[src/gps_pkg.sv]
`timescale 1ns / 1ps
// ----------------------------------------------------------------------------
// gps_pkg: shared types and constants of the gauge pointer smoother
// Configuration layout, controller commands and state, datapath widths.
// ----------------------------------------------------------------------------
package gps_pkg;

  // Distance beyond which the pointer moves at the fast rate
  parameter int FAST_BAND = 20;

  // Datapath widths
  localparam int DATA_W  = 16;  // fields and registers
  localparam int FILT_W  = 20;  // smoothed speed, 4 extra fraction bits
  localparam int DIST_W  = 17;  // raw target minus position
  localparam int PROD_W  = 36;  // speed times span magnitude
  localparam int NUM_W   = 38;  // 2*product + full scale
  localparam int DEN_W   = 21;  // 2*full scale
  localparam int QUO_W   = 17;  // rounded quotient
  localparam int CNT_W   = 5;   // divider step counter
  localparam int DIV_STEPS = QUO_W;

  localparam logic signed [DIST_W-1:0] BAND_S = DIST_W'(FAST_BAND);

  // APB register indexes (byte address = 4*index)
  localparam int ADDR_W = 5;
  localparam logic [2:0] REG_MAX_SPEED   = 3'd0;
  localparam logic [2:0] REG_MIN_STEP    = 3'd1;
  localparam logic [2:0] REG_MAX_STEP    = 3'd2;
  localparam logic [2:0] REG_NORMAL_RATE = 3'd3;
  localparam logic [2:0] REG_FAST_RATE   = 3'd4;

  typedef struct packed {
    logic        [DATA_W-1:0] max_speed;
    logic signed [DATA_W-1:0] min_step;
    logic signed [DATA_W-1:0] max_step;
    logic        [DATA_W-1:0] normal_rate;
    logic        [DATA_W-1:0] fast_rate;
  } cfg_t;

  typedef enum logic [2:0] {
    ST_IDLE,
    ST_MUL,
    ST_DINIT,
    ST_DIV,
    ST_FILT,
    ST_DONE
  } state_e;

  // Controller to datapath
  typedef struct packed {
    logic load;      // capture input word
    logic mul;       // form speed times span
    logic mul_sel;   // 0: clamped sample, 1: smoothed speed
    logic div_init;  // set up the divider
    logic div_step;  // one quotient bit
    logic filt;      // flags and filter update
    logic out_load;  // load result registers
  } cmd_t;

  // Datapath to controller
  typedef struct packed {
    logic div_last;
  } status_t;

endpackage

[src/gps_ctrl.sv]
`timescale 1ns / 1ps
// ----------------------------------------------------------------------------
// gps_ctrl: sequencer of the gauge pointer smoother
// Steps one word through two map passes and owns both handshakes.
// ----------------------------------------------------------------------------
module gps_ctrl import gps_pkg::*; (
  input  logic    clk_i,
  input  logic    rst_ni,
  input  logic    in_valid_i,
  output logic    in_stall_o,
  output logic    out_valid_o,
  input  logic    out_stall_i,
  input  status_t status_i,
  output cmd_t    cmd_o
);

  state_e state_q, state_d;
  logic   pass_q, pass_d;
  logic   out_valid_q, out_valid_d;
  logic   out_free;

  assign out_free = !out_valid_q || !out_stall_i;

  // Next state
  always_comb begin
    state_d = state_q;
    case (state_q)
      ST_IDLE:  if (in_valid_i) state_d = ST_MUL;
      ST_MUL:   state_d = ST_DINIT;
      ST_DINIT: state_d = ST_DIV;
      ST_DIV:   if (status_i.div_last) state_d = pass_q ? ST_DONE : ST_FILT;
      ST_FILT:  state_d = ST_MUL;
      ST_DONE:  if (out_free) state_d = ST_IDLE;
      default:  state_d = ST_IDLE;
    endcase
  end

  // Outputs
  always_comb begin
    cmd_o          = '0;
    cmd_o.mul_sel  = pass_q;
    in_stall_o     = 1'b1;
    case (state_q)
      ST_IDLE: begin
        in_stall_o = 1'b0;
        cmd_o.load = in_valid_i;
      end
      ST_MUL:   cmd_o.mul      = 1'b1;
      ST_DINIT: cmd_o.div_init = 1'b1;
      ST_DIV:   cmd_o.div_step = 1'b1;
      ST_FILT:  cmd_o.filt     = 1'b1;
      ST_DONE:  cmd_o.out_load = out_free;
      default:  cmd_o          = '0;
    endcase
  end

  // Pass and result-valid bookkeeping
  always_comb begin
    pass_d = pass_q;
    if (cmd_o.load) pass_d = 1'b0;
    else if (cmd_o.filt) pass_d = 1'b1;

    out_valid_d = out_valid_q;
    if (cmd_o.out_load) out_valid_d = 1'b1;
    else if (!out_stall_i) out_valid_d = 1'b0;
  end

  always_ff @(posedge clk_i or negedge rst_ni) begin
    if (!rst_ni) begin
      state_q     <= ST_IDLE;
      pass_q      <= 1'b0;
      out_valid_q <= 1'b0;
    end else begin
      state_q     <= state_d;
      pass_q      <= pass_d;
      out_valid_q <= out_valid_d;
    end
  end

  assign out_valid_o = out_valid_q;

endmodule

[src/gps_dpath.sv]
`timescale 1ns / 1ps
// ----------------------------------------------------------------------------
// gps_dpath: datapath of the gauge pointer smoother
// Clamp, span multiplier, restoring divider, smoothing filter, result regs.
// ----------------------------------------------------------------------------
module gps_dpath import gps_pkg::*; (
  input  logic                     clk_i,
  input  logic                     rst_ni,
  input  cfg_t                     cfg_i,
  input  cmd_t                     cmd_i,
  output status_t                  status_o,
  input  logic signed [DATA_W-1:0] speed_sample_i,
  input  logic                     sample_invalid_i,
  input  logic signed [DATA_W-1:0] pointer_position_i,
  output logic signed [DATA_W-1:0] target_step_o,
  output logic        [DATA_W-1:0] step_rate_o,
  output logic                     drop_flag_o,
  output logic                     rise_flag_o,
  output logic        [DATA_W-1:0] smoothed_speed_o
);

  // Captured input word
  logic        [DATA_W-1:0] clamped_q;
  logic signed [DATA_W-1:0] pos_q;
  logic        [DATA_W-1:0] clamped_d;

  // Filter state
  logic [FILT_W-1:0] filt_q, filt_d;
  logic              drop_q, rise_q;

  // Multiplier and divider
  logic [PROD_W-1:0] prod_q;
  logic [FILT_W-1:0] full_q;
  logic              neg_q;
  logic [DEN_W:0]    rem_q;
  logic [QUO_W-1:0]  nlow_q;
  logic [QUO_W-1:0]  quo_q;
  logic [DEN_W-1:0]  den_q;
  logic [CNT_W-1:0]  cnt_q;

  // Input clamp: invalid or negative is zero, cap at full scale
  always_comb begin
    if (sample_invalid_i || speed_sample_i[DATA_W-1]) clamped_d = '0;
    else if ($unsigned(speed_sample_i) > cfg_i.max_speed) clamped_d = cfg_i.max_speed;
    else clamped_d = $unsigned(speed_sample_i);
  end

  always_ff @(posedge clk_i) begin
    if (cmd_i.load) begin
      clamped_q <= clamped_d;
      pos_q     <= pointer_position_i;
    end
  end

  // Span and multiplier operands
  logic signed [DIST_W-1:0] span;
  logic        [DIST_W-1:0] span_abs;
  logic        [FILT_W-1:0] full_x16;
  logic        [FILT_W-1:0] mul_v;
  logic        [FILT_W-1:0] mul_full;

  assign span     = {cfg_i.max_step[DATA_W-1], cfg_i.max_step}
                  - {cfg_i.min_step[DATA_W-1], cfg_i.min_step};
  assign span_abs = span[DIST_W-1] ? -span : span;
  assign full_x16 = {cfg_i.max_speed, 4'b0000};

  always_comb begin
    if (cmd_i.mul_sel) begin
      mul_full = full_x16;
      mul_v    = (filt_q > full_x16) ? full_x16 : filt_q;
    end else begin
      mul_full = {4'b0000, cfg_i.max_speed};
      mul_v    = {4'b0000, clamped_q};
    end
  end

  always_ff @(posedge clk_i) begin
    if (cmd_i.mul) begin
      prod_q <= mul_v * span_abs[DATA_W-1:0];
      full_q <= mul_full;
      neg_q  <= span[DIST_W-1];
    end
  end

  // Rounded division: (2*prod + full) / (2*full), one quotient bit a cycle
  logic [NUM_W-1:0] num;
  logic [DEN_W:0]   trial;
  logic [DEN_W:0]   diff;
  logic             fits;

  assign num   = {1'b0, prod_q, 1'b0} + {{(NUM_W-FILT_W){1'b0}}, full_q};
  assign trial = {rem_q[DEN_W-1:0], nlow_q[QUO_W-1]};
  assign diff  = trial - {1'b0, den_q};
  assign fits  = !diff[DEN_W];

  always_ff @(posedge clk_i) begin
    if (cmd_i.div_init) begin
      rem_q  <= {1'b0, num[NUM_W-1:QUO_W]};
      nlow_q <= num[QUO_W-1:0];
      den_q  <= {full_q, 1'b0};
      quo_q  <= '0;
    end else if (cmd_i.div_step) begin
      rem_q  <= fits ? diff : trial;
      nlow_q <= {nlow_q[QUO_W-2:0], 1'b0};
      quo_q  <= {quo_q[QUO_W-2:0], fits};
    end
  end

  always_ff @(posedge clk_i or negedge rst_ni) begin
    if (!rst_ni) cnt_q <= '0;
    else if (cmd_i.div_init) cnt_q <= '0;
    else if (cmd_i.div_step) cnt_q <= cnt_q + 1'b1;
  end

  assign status_o.div_last = (cnt_q == CNT_W'(DIV_STEPS - 1));

  // Quotient to step position; zero full scale pins to min_step
  logic signed [QUO_W:0]    quo_s;
  logic signed [QUO_W+0:0]  mapped_w;
  logic signed [DATA_W-1:0] mapped;

  assign quo_s    = neg_q ? -$signed({1'b0, quo_q}) : $signed({1'b0, quo_q});
  assign mapped_w = {{(QUO_W+1-DATA_W){cfg_i.min_step[DATA_W-1]}}, cfg_i.min_step} + quo_s;
  assign mapped   = (cfg_i.max_speed == '0) ? cfg_i.min_step : mapped_w[DATA_W-1:0];

  // Band check and quarter-step filter
  logic signed [DIST_W-1:0] pos_gap;
  logic                     drop_d, rise_d;
  logic        [FILT_W-1:0] c16;
  logic signed [FILT_W:0]   delta;
  logic        [FILT_W:0]   delta_abs;
  logic        [FILT_W:0]   mag;

  assign pos_gap = {mapped[DATA_W-1], mapped} - {pos_q[DATA_W-1], pos_q};
  assign drop_d  = pos_gap < -BAND_S;
  assign rise_d  = pos_gap > BAND_S;

  assign c16       = {clamped_q, 4'b0000};
  assign delta     = $signed({1'b0, c16}) - $signed({1'b0, filt_q});
  assign delta_abs = delta[FILT_W] ? -delta : delta;
  assign mag       = (delta_abs + (FILT_W+1)'(2)) >> 2;

  always_comb begin
    if (drop_d) filt_d = c16;
    else if (delta[FILT_W]) filt_d = filt_q - mag[FILT_W-1:0];
    else filt_d = filt_q + mag[FILT_W-1:0];
  end

  always_ff @(posedge clk_i or negedge rst_ni) begin
    if (!rst_ni) filt_q <= '0;
    else if (cmd_i.filt) filt_q <= filt_d;
  end

  always_ff @(posedge clk_i) begin
    if (cmd_i.filt) begin
      drop_q <= drop_d;
      rise_q <= rise_d;
    end
  end

  // Result registers
  always_ff @(posedge clk_i) begin
    if (cmd_i.out_load) begin
      target_step_o    <= mapped;
      step_rate_o      <= (drop_q || rise_q) ? cfg_i.fast_rate : cfg_i.normal_rate;
      drop_flag_o      <= drop_q;
      rise_flag_o      <= rise_q;
      smoothed_speed_o <= filt_q[FILT_W-1:4];
    end
  end

endmodule

[src/gauge_pointer_smoother_core.sv]
`timescale 1ns / 1ps
// ----------------------------------------------------------------------------
// gauge_pointer_smoother_core: speed gauge pointer smoother
// APB register file, sequencer and datapath of the smoothing filter.
// ----------------------------------------------------------------------------
// Each accepted word (speed sample, invalid flag, pointer position) yields one
// result word: two span multiplies and two restoring divisions by the
// full-scale speed run one after the other on a shared divider. A new word
// is accepted the cycle after the result is loaded into the output register;
// no new word is taken while one is being worked on, and a stalled output
// holds the finished result back. Registers sit at byte
// addresses 0, 4, 8, 12, 16 (max_speed, min_step, max_step, normal_rate,
// fast_rate); write them only while the block is idle.
module gauge_pointer_smoother_core import gps_pkg::*; (
  input  logic                     clk_i,
  input  logic                     rst_ni,
  // APB configuration port
  input  logic                     psel,
  input  logic                     penable,
  input  logic                     pwrite,
  input  logic [ADDR_W-1:0]        paddr,
  input  logic [31:0]              pwdata,
  output logic [31:0]              prdata,
  output logic                     pready,
  // Input word
  input  logic                     in_valid_i,
  output logic                     in_stall_o,
  input  logic signed [DATA_W-1:0] speed_sample_i,
  input  logic                     sample_invalid_i,
  input  logic signed [DATA_W-1:0] pointer_position_i,
  // Result word
  output logic                     out_valid_o,
  input  logic                     out_stall_i,
  output logic signed [DATA_W-1:0] target_step_o,
  output logic        [DATA_W-1:0] step_rate_o,
  output logic                     drop_flag_o,
  output logic                     rise_flag_o,
  output logic        [DATA_W-1:0] smoothed_speed_o
);

  cfg_t    cfg_q;
  cmd_t    cmd;
  status_t status;
  logic    wr_en;
  logic [2:0] reg_idx;

  assign pready  = 1'b1;
  assign wr_en   = psel && penable && pwrite && pready;
  assign reg_idx = paddr[ADDR_W-1:2];

  // Register writes; unknown indexes are ignored
  always_ff @(posedge clk_i or negedge rst_ni) begin
    if (!rst_ni) begin
      cfg_q.max_speed   <= 16'd3200;
      cfg_q.min_step    <= 16'sd0;
      cfg_q.max_step    <= 16'sd3000;
      cfg_q.normal_rate <= 16'd800;
      cfg_q.fast_rate   <= 16'd3000;
    end else if (wr_en) begin
      case (reg_idx)
        REG_MAX_SPEED:   cfg_q.max_speed   <= pwdata[DATA_W-1:0];
        REG_MIN_STEP:    cfg_q.min_step    <= pwdata[DATA_W-1:0];
        REG_MAX_STEP:    cfg_q.max_step    <= pwdata[DATA_W-1:0];
        REG_NORMAL_RATE: cfg_q.normal_rate <= pwdata[DATA_W-1:0];
        REG_FAST_RATE:   cfg_q.fast_rate   <= pwdata[DATA_W-1:0];
        default: ;
      endcase
    end
  end

  // Register reads
  always_comb begin
    case (reg_idx)
      REG_MAX_SPEED:   prdata = {16'b0, cfg_q.max_speed};
      REG_MIN_STEP:    prdata = {16'b0, cfg_q.min_step};
      REG_MAX_STEP:    prdata = {16'b0, cfg_q.max_step};
      REG_NORMAL_RATE: prdata = {16'b0, cfg_q.normal_rate};
      REG_FAST_RATE:   prdata = {16'b0, cfg_q.fast_rate};
      default:         prdata = '0;
    endcase
  end

  gps_ctrl u_ctrl (
    .clk_i       (clk_i),
    .rst_ni      (rst_ni),
    .in_valid_i  (in_valid_i),
    .in_stall_o  (in_stall_o),
    .out_valid_o (out_valid_o),
    .out_stall_i (out_stall_i),
    .status_i    (status),
    .cmd_o       (cmd)
  );

  gps_dpath u_dpath (
    .clk_i              (clk_i),
    .rst_ni             (rst_ni),
    .cfg_i              (cfg_q),
    .cmd_i              (cmd),
    .status_o           (status),
    .speed_sample_i     (speed_sample_i),
    .sample_invalid_i   (sample_invalid_i),
    .pointer_position_i (pointer_position_i),
    .target_step_o      (target_step_o),
    .step_rate_o        (step_rate_o),
    .drop_flag_o        (drop_flag_o),
    .rise_flag_o        (rise_flag_o),
    .smoothed_speed_o   (smoothed_speed_o)
  );

`ifndef NO_ASSERTIONS
  // Busy right after taking a word
  a_busy_after_accept: assert property (@(posedge clk_i) disable iff (!rst_ni)
    (in_valid_i && !in_stall_o) |=> in_stall_o)
    else $error("accepted a word but did not go busy");

  // A held result is never overwritten
  a_no_overwrite: assert property (@(posedge clk_i) disable iff (!rst_ni)
    cmd.out_load |-> !(out_valid_o && out_stall_i))
    else $error("result register loaded while a stalled result waits");

  // Drop and rise exclude each other
  a_flags_exclusive: assert property (@(posedge clk_i) disable iff (!rst_ni)
    out_valid_o |-> !(drop_flag_o && rise_flag_o))
    else $error("drop and rise flags both set");

  // Rate follows the flags
  a_rate_choice: assert property (@(posedge clk_i) disable iff (!rst_ni)
    out_valid_o |-> (step_rate_o == ((drop_flag_o || rise_flag_o) ?
                                     cfg_q.fast_rate : cfg_q.normal_rate)))
    else $error("step rate does not match flags");
`endif

endmodule
[config.mk]
export PLATFORM = sky130hd
export DESIGN_NAME = gauge_pointer_smoother_core
export DESIGN_NICKNAME = d
export VERILOG_FILES = /design/src/gps_pkg.sv /design/src/gps_ctrl.sv /design/src/gps_dpath.sv /design/src/gauge_pointer_smoother_core.sv
export SDC_FILE = /design/constraint.sdc
export NUM_CORES = 2
export LEC_CHECK = 0
export BUFFER_PORTS_ARGS = -buffer_cell sky130_fd_sc_hd__clkbuf_2
export CAP_MARGIN = 20
export CORE_MARGIN = 3
export CORE_UTILIZATION = 69
export DETAILED_ROUTE_END_ITERATION = 10
export MAX_ROUTING_LAYER = met4
export PLACE_DENSITY = 0.92
export REMOVE_ABC_BUFFERS = 1
export SLEW_MARGIN = 20
export SYNTH_ARGS = -nofsm -noshare
export SYNTH_HDL_FRONTEND = slang
export SYNTH_SLANG_ARGS = --single-unit
[constraint.sdc]
create_clock -name clk_i -period 26.3 [get_ports clk_i]
set_input_delay 3.945 -clock clk_i [delete_from_list [all_inputs] [get_ports clk_i]]
set_output_delay 3.945 -clock clk_i [all_outputs]
set_load 0.005 [all_outputs]
Word level (Yosys, flattened, before mapping)
Index checks and enable logic that the tools add are counted.

Multiply operators: 1. Eq/ne operators: 14. Reductions and logical operators: 20. Add/sub/neg operators: 13. Muxes and demuxes: 36. Order comparisons: 4.

Operator list (number): $mux W16 (6); $mux W21 (4); $mux W20 (4); $pmux W16 S5 (1); $add A37 B20 Y38 (1); $mul A20 B16 Y36 (1); $mux W17 (2); $sub A16 B16 Y17 (2); $neg A16 Y16 (2); $sub A22 B21 Y22 (1); $add A21 B2 Y21 const B (1); $neg A21 Y21 (1); $sub A20 B20 Y21 (1); $add A20 B19 Y20 (1); $gt A20 B20 Y1 (1); $sub A20 B19 Y20 (1); $pmux W3 S6 (1); $gt A17 B6 Y1 const B (1); $lt A17 B6 Y1 const B (1); $add A16 B16 Y16 (1); $gt A16 B16 Y1 (1); $logic_not A16 Y1 (1); $mux W1 (13); $eq A3 B2 Y1 const B (4); 16 further kinds (35).

Logic and storage cells: 116. Bits in registers: 325. Bits of input ports: 77.

Logic depth before layout (Yosys ltp)
Depth in word-level cells: 7. Depth in mapped cells: 47. Mapped depth without buffers: 44.

Modules after synthesis
From an unflattened synthesis, not the netlist that was laid out.

Cell total of the unflattened synthesis: 3568. Area, all modules: 33796.2 µm².

Modules (own cells, without submodules): gps_dpath (cells an instance 3259, times used 1, area an instance 29618.4 µm²); gauge_pointer_smoother_core (cells an instance 275, times used 1, area an instance 3867.5 µm²); gps_ctrl (cells an instance 34, times used 1, area an instance 310.3 µm²).

Least setup slack after synthesis
No wires, ideal clock.

Path type: flip-flop to flip-flop. Start point: register cfg_q[48] in the netlist's numbering. End point: register u_dpath.prod_q[33], data pin. Period minus slack after synthesis: 9499 ps. Path slack: 16801 ps. Stages on the path, launching flop included: 43. Arrival: 9364 ps. Library setup time: 135 ps. Cells stage by stage: dfrtp_1 -> ha_1 -> fa_1 -> nor2b_1 -> o21ai_0 -> a21boi_1 -> o21ai_0 -> a21boi_1 -> o21ai_0 -> a21boi_1 -> o21a_1 -> o211ai_1 -> a21oi_1 -> o21a_1 -> o21a_1 -> clkbuf_1 -> inv_2 -> clkbuf_1 -> (+7 left out) -> fa_1 -> inv_1 -> fa_1 -> inv_1 -> fa_1 -> fa_1 -> ha_1 -> a21o_1 -> a21oi_1 -> o21ai_0 -> a211oi_1 -> o21ai_0 -> nand3_1 -> a21boi_0 -> o21bai_1 -> a31oi_1 -> or4_1 -> nand3_1.

Elaborated cells between the ends (all ways): 4. Those cells by class: add/sub: 2; mul: 1; mux: 1.

RTL lines: start: declaration (line gauge_pointer_smoother_core.sv:41) `cfg_t cfg_q;`; $sub A16 B16 Y17 (line gps_dpath.sv:63) `- {cfg_i.min_step[DATA_W-1], cfg_i.min_step};`; via u_dpath.span[16] (line gps_dpath.sv:56) `logic signed [DIST_W-1:0] span;`; $mux W16 (line gps_dpath.sv:64) `assign span_abs = span[DIST_W-1] ? -span : span;`; $mul A20 B16 Y36 (line gps_dpath.sv:79) `prod_q <= mul_v * span_abs[DATA_W-1:0];`; end signal: assignment (line gps_dpath.sv:79); end: declaration (line gps_dpath.sv:32) `logic [PROD_W-1:0] prod_q;`.

The timed path passes the listed nets, and every way through them passes these cells. A chain may end at the register's enable or synchronous reset.

Worst setup path in the final report
Start point: register cfg_q[48] in the netlist's numbering. End point: register u_dpath.prod_q[33], data pin.

Longest elaborated chain between the ends: 4.

Ends and longest elaborated chain (line): $sub A16 B16 Y17 (*) (gps_dpath.sv:63); $neg A16 Y16 (gps_dpath.sv:64); $mux W16 (*) (gps_dpath.sv:64); $mul A20 B16 Y36 (*) (gps_dpath.sv:79).

Every way passes the cells marked *; elsewhere a longest branch is shown, timed or not.

==> impl_metrics.ini <==
[status]
status = completed

[sta]
hold_viol = 0
tightestPinTransition_ps = 1265
clock_skew_ps = 34.46
timing.final.crit_share_pct = 44.99
drv_slew = 0
setup_violations = 0
fin_crit_ps = 11830
rsz0062_at_grt = false
max_freq_ghz = 0.08452
finalSetupTns_ps = 0
max-slew-margin-rel_pct = 15.67

[clock_network]
cts_buffers = 35
cts_root_buf = clkbuf_16
post_cts_resize_count = 0
clock_path_buffers = 3
cts_sinks = 325
cts_tree = done
cts_max_level = 2
cts.hold.buffers_added = 0
clkTransAtPathRegs_ps = 60
insertion_delay_ps = 550
postCtsSetupRepairBufs = 0

[synthesis]
syn_avg_cell_area_um2 = 9.159
seq_area_frac_synth_pct = 26.86
ys.flop_type = edfxtp_1
synthTopCellsByArea = edfxtp_1 18%, fa_1 15%, ha_1 9.9%
yosysMostFrequentCell = inv_1
synth_commonest_cells = 478 x inv_1, 388 x o21ai_0, 268 x ha_1
async_flop_share_pct = 33.85
yosysTopAreaCell = edfxtp_1
yosysUniqueCellTypes = 114
synth-edff-count = 199
syn_inst = 3689
mappedNetlistArea_mm2 = 0.03379
ys_warn_count = 0
ys_ff_latch = 325
netlist.area_leader.share_pct = 17.69

[grt]
antenna_found_initial = 4
grt_pass1_vias = 29327
track_usage_pct = 38.69
grt_pass1_wl_um = 153500
overflow = 0
grt_start_max_net_pins = 75

[cells_and_area]
final_cells = 4361
nets = 4319
syn_to_final_growth_pct = 6.921
drive_gt1_share_pct = 11.54
fill_cells = 3038

[floorplanning]
num_rows = 80
start_util_pct = 70.32
io_pins = 162
dieArea_mm2 = 0.05166
core_area_mm2 = 0.04805
die_w_um = 227.3
dieHeight_um = 227.3

[setup_path]
cp_top_family = compound AO/OA/AOI/OAI gates
critPathRequiredTime_ps = 26690
crit_start = cfg_q[48]$_DFFE_PN0P_
r2r-start = cfg_q[48]$_DFFE_PN0P_
reg2reg_to = u_dpath.prod_q[33]$_DFFE_PP_
slowest_delay_ps = 1060
crit_path_max_fanout = 26
regToRegSetupSlack_ps = 14470
r2r_cells = 38
critPathMostFrequentCell = fa_1
crit_buf_inv = 4
crit_path_end_kind = flip-flop
worstSetupPathType = flip-flop to flip-flop
cp.arrival_ps = 12220
cp_slowest_cell = a21oi_1
startpoint_type = flip-flop

[placement]
hpwl_um = 70550
io_buffers = 126
dpl.cell_count = 4294
place_congestion = 1.010

[drt]
first_iter_violations = 3636
dr.pass1.iters = 9
num_vias = 29198
drc = 0
wl_um = 96410
antenna_left = 0
viasPerCell = 6.695
wl_per_cell_um = 22.11

[hold_path]
worstHoldPathType = flip-flop to flip-flop
worstHoldStart = u_dpath.quo_q[1]$_SDFFE_PP0P_
hold_depth = 2
whs_endpoint = u_dpath.quo_q[2]$_SDFFE_PP0P_

[flow_run]
max_cap_viol_count = 0
worst max path at each step:
| stage | end | slack, ps | cells past startpoint |
|---|---|---|---|
| finish | u_dpath.prod_q[33]$_DFFE_PP_ | 14470 | 38 |
| global placement | u_dpath.prod_q[33]$_DFFE_PP_ | 15530 | 38 |
| floorplan | u_dpath.prod_q[33]$_DFFE_PP_ | 16440 | 38 |
| detailed placement | u_dpath.prod_q[33]$_DFFE_PP_ | 15080 | 38 |
| CTS | u_dpath.prod_q[33]$_DFFE_PP_ | 14870 | 38 |
| global route | u_dpath.prod_q[33]$_DFFE_PP_ | 14000 | 38 |
stage by stage:
stage | hold slack [ps] | util [%] | setup slack (ps) | cell area (µm²)
after floorplan | 417.4 | - | 16440 | 33010
after global placement | 433.4 | 72.62 | 15530 | 34890
after detailed placement | 446.5 | 72.64 | 15080 | 34900
after CTS | 440.5 | 75.03 | 14870 | 36050
after global routing | 461.0 | 75.19 | 14000 | 36130
final | 436.3 | 75.19 | 14470 | 36130
sequential cells by signal (all words and copies together) (netlist names), 16 cells and up:
register and flops:
u_dpath.target_step_o 16, u_dpath.clamped_q 16, u_dpath.den_q 20, cfg_q 80, u_dpath.filt_q 20, u_dpath.pos_q 16, u_dpath.nlow_q 17, u_dpath.step_rate_o 16
u_dpath.rem_q 21, u_dpath.quo_q 16, u_dpath.smoothed_speed_o 16, u_dpath.full_q 20, u_dpath.prod_q 36
per-layer routing:
metal	share of wire [%]	global-route usage [%]	vias up
li1	-	-	12877
met1	36	47.17	13910
met2	46	60.38	1877
met3	11	7.608	534
met4	6.8	22.59	0
met5	0	-	-
area by class of cell:
cell class	instances	area, µm²	share of cell area, %
clock buffers	43	945.9	2.618
clock inverters	18	206.4	0.5715
well taps	615	769.5	2.130
inverters	480	1802	4.987
multi-input cells	2705	22330	61.81
repair buffers	171	988.4	2.736
diodes	4	10.01	0.02771
flip-flops and latches	325	9074	25.12
layout by cell type, fill, tap and decap left out, drive strengths merged, types with 42 or more instances in the layout:
cell and instances:
nand2b 42, inv 480, mux2 83, a21boi 57, clkbuf 168, nand2 251
o21a 76, nor2 219, nor3 54, fa 256, ha 268, a21oi 161
mux2i 47, nand3 82, o21ai 395, dfrtp 90, buf 46, xor2 57
xnor2 122, edfxtp 199
kinds of logic (layout without fill, tap and decap cells):
logic type | after synthesis | after routing | share of synthesized area (%)
multiplexers | 130 | 130 | 4.170
adder cells (fa/ha/maj) | 524 | 524 | 25.09
AO/OA/AOI/OAI | 999 | 999 | 18.90
other | 2 | 21 | 0.02223
flip-flops | 325 | 325 | 26.86
AND/OR/NAND/NOR | 856 | 856 | 12.44
buffers and inverters | 674 | 712 | 7.810
XOR/XNOR | 179 | 179 | 4.707
worst reg2reg max path: cells and delay by family, from the launching register on:
kind	cells	cell delay, ps
AND/OR/NAND/NOR	4	900
buffers and inverters	4	480
AO/OA/AOI/OAI	21	5760
adder cells (fa/ha/maj)	9	4090
flip-flops	1	450
Power is not shown: default switching activity piles up to over one toggle a cycle in this logic, so the estimate is an artifact.
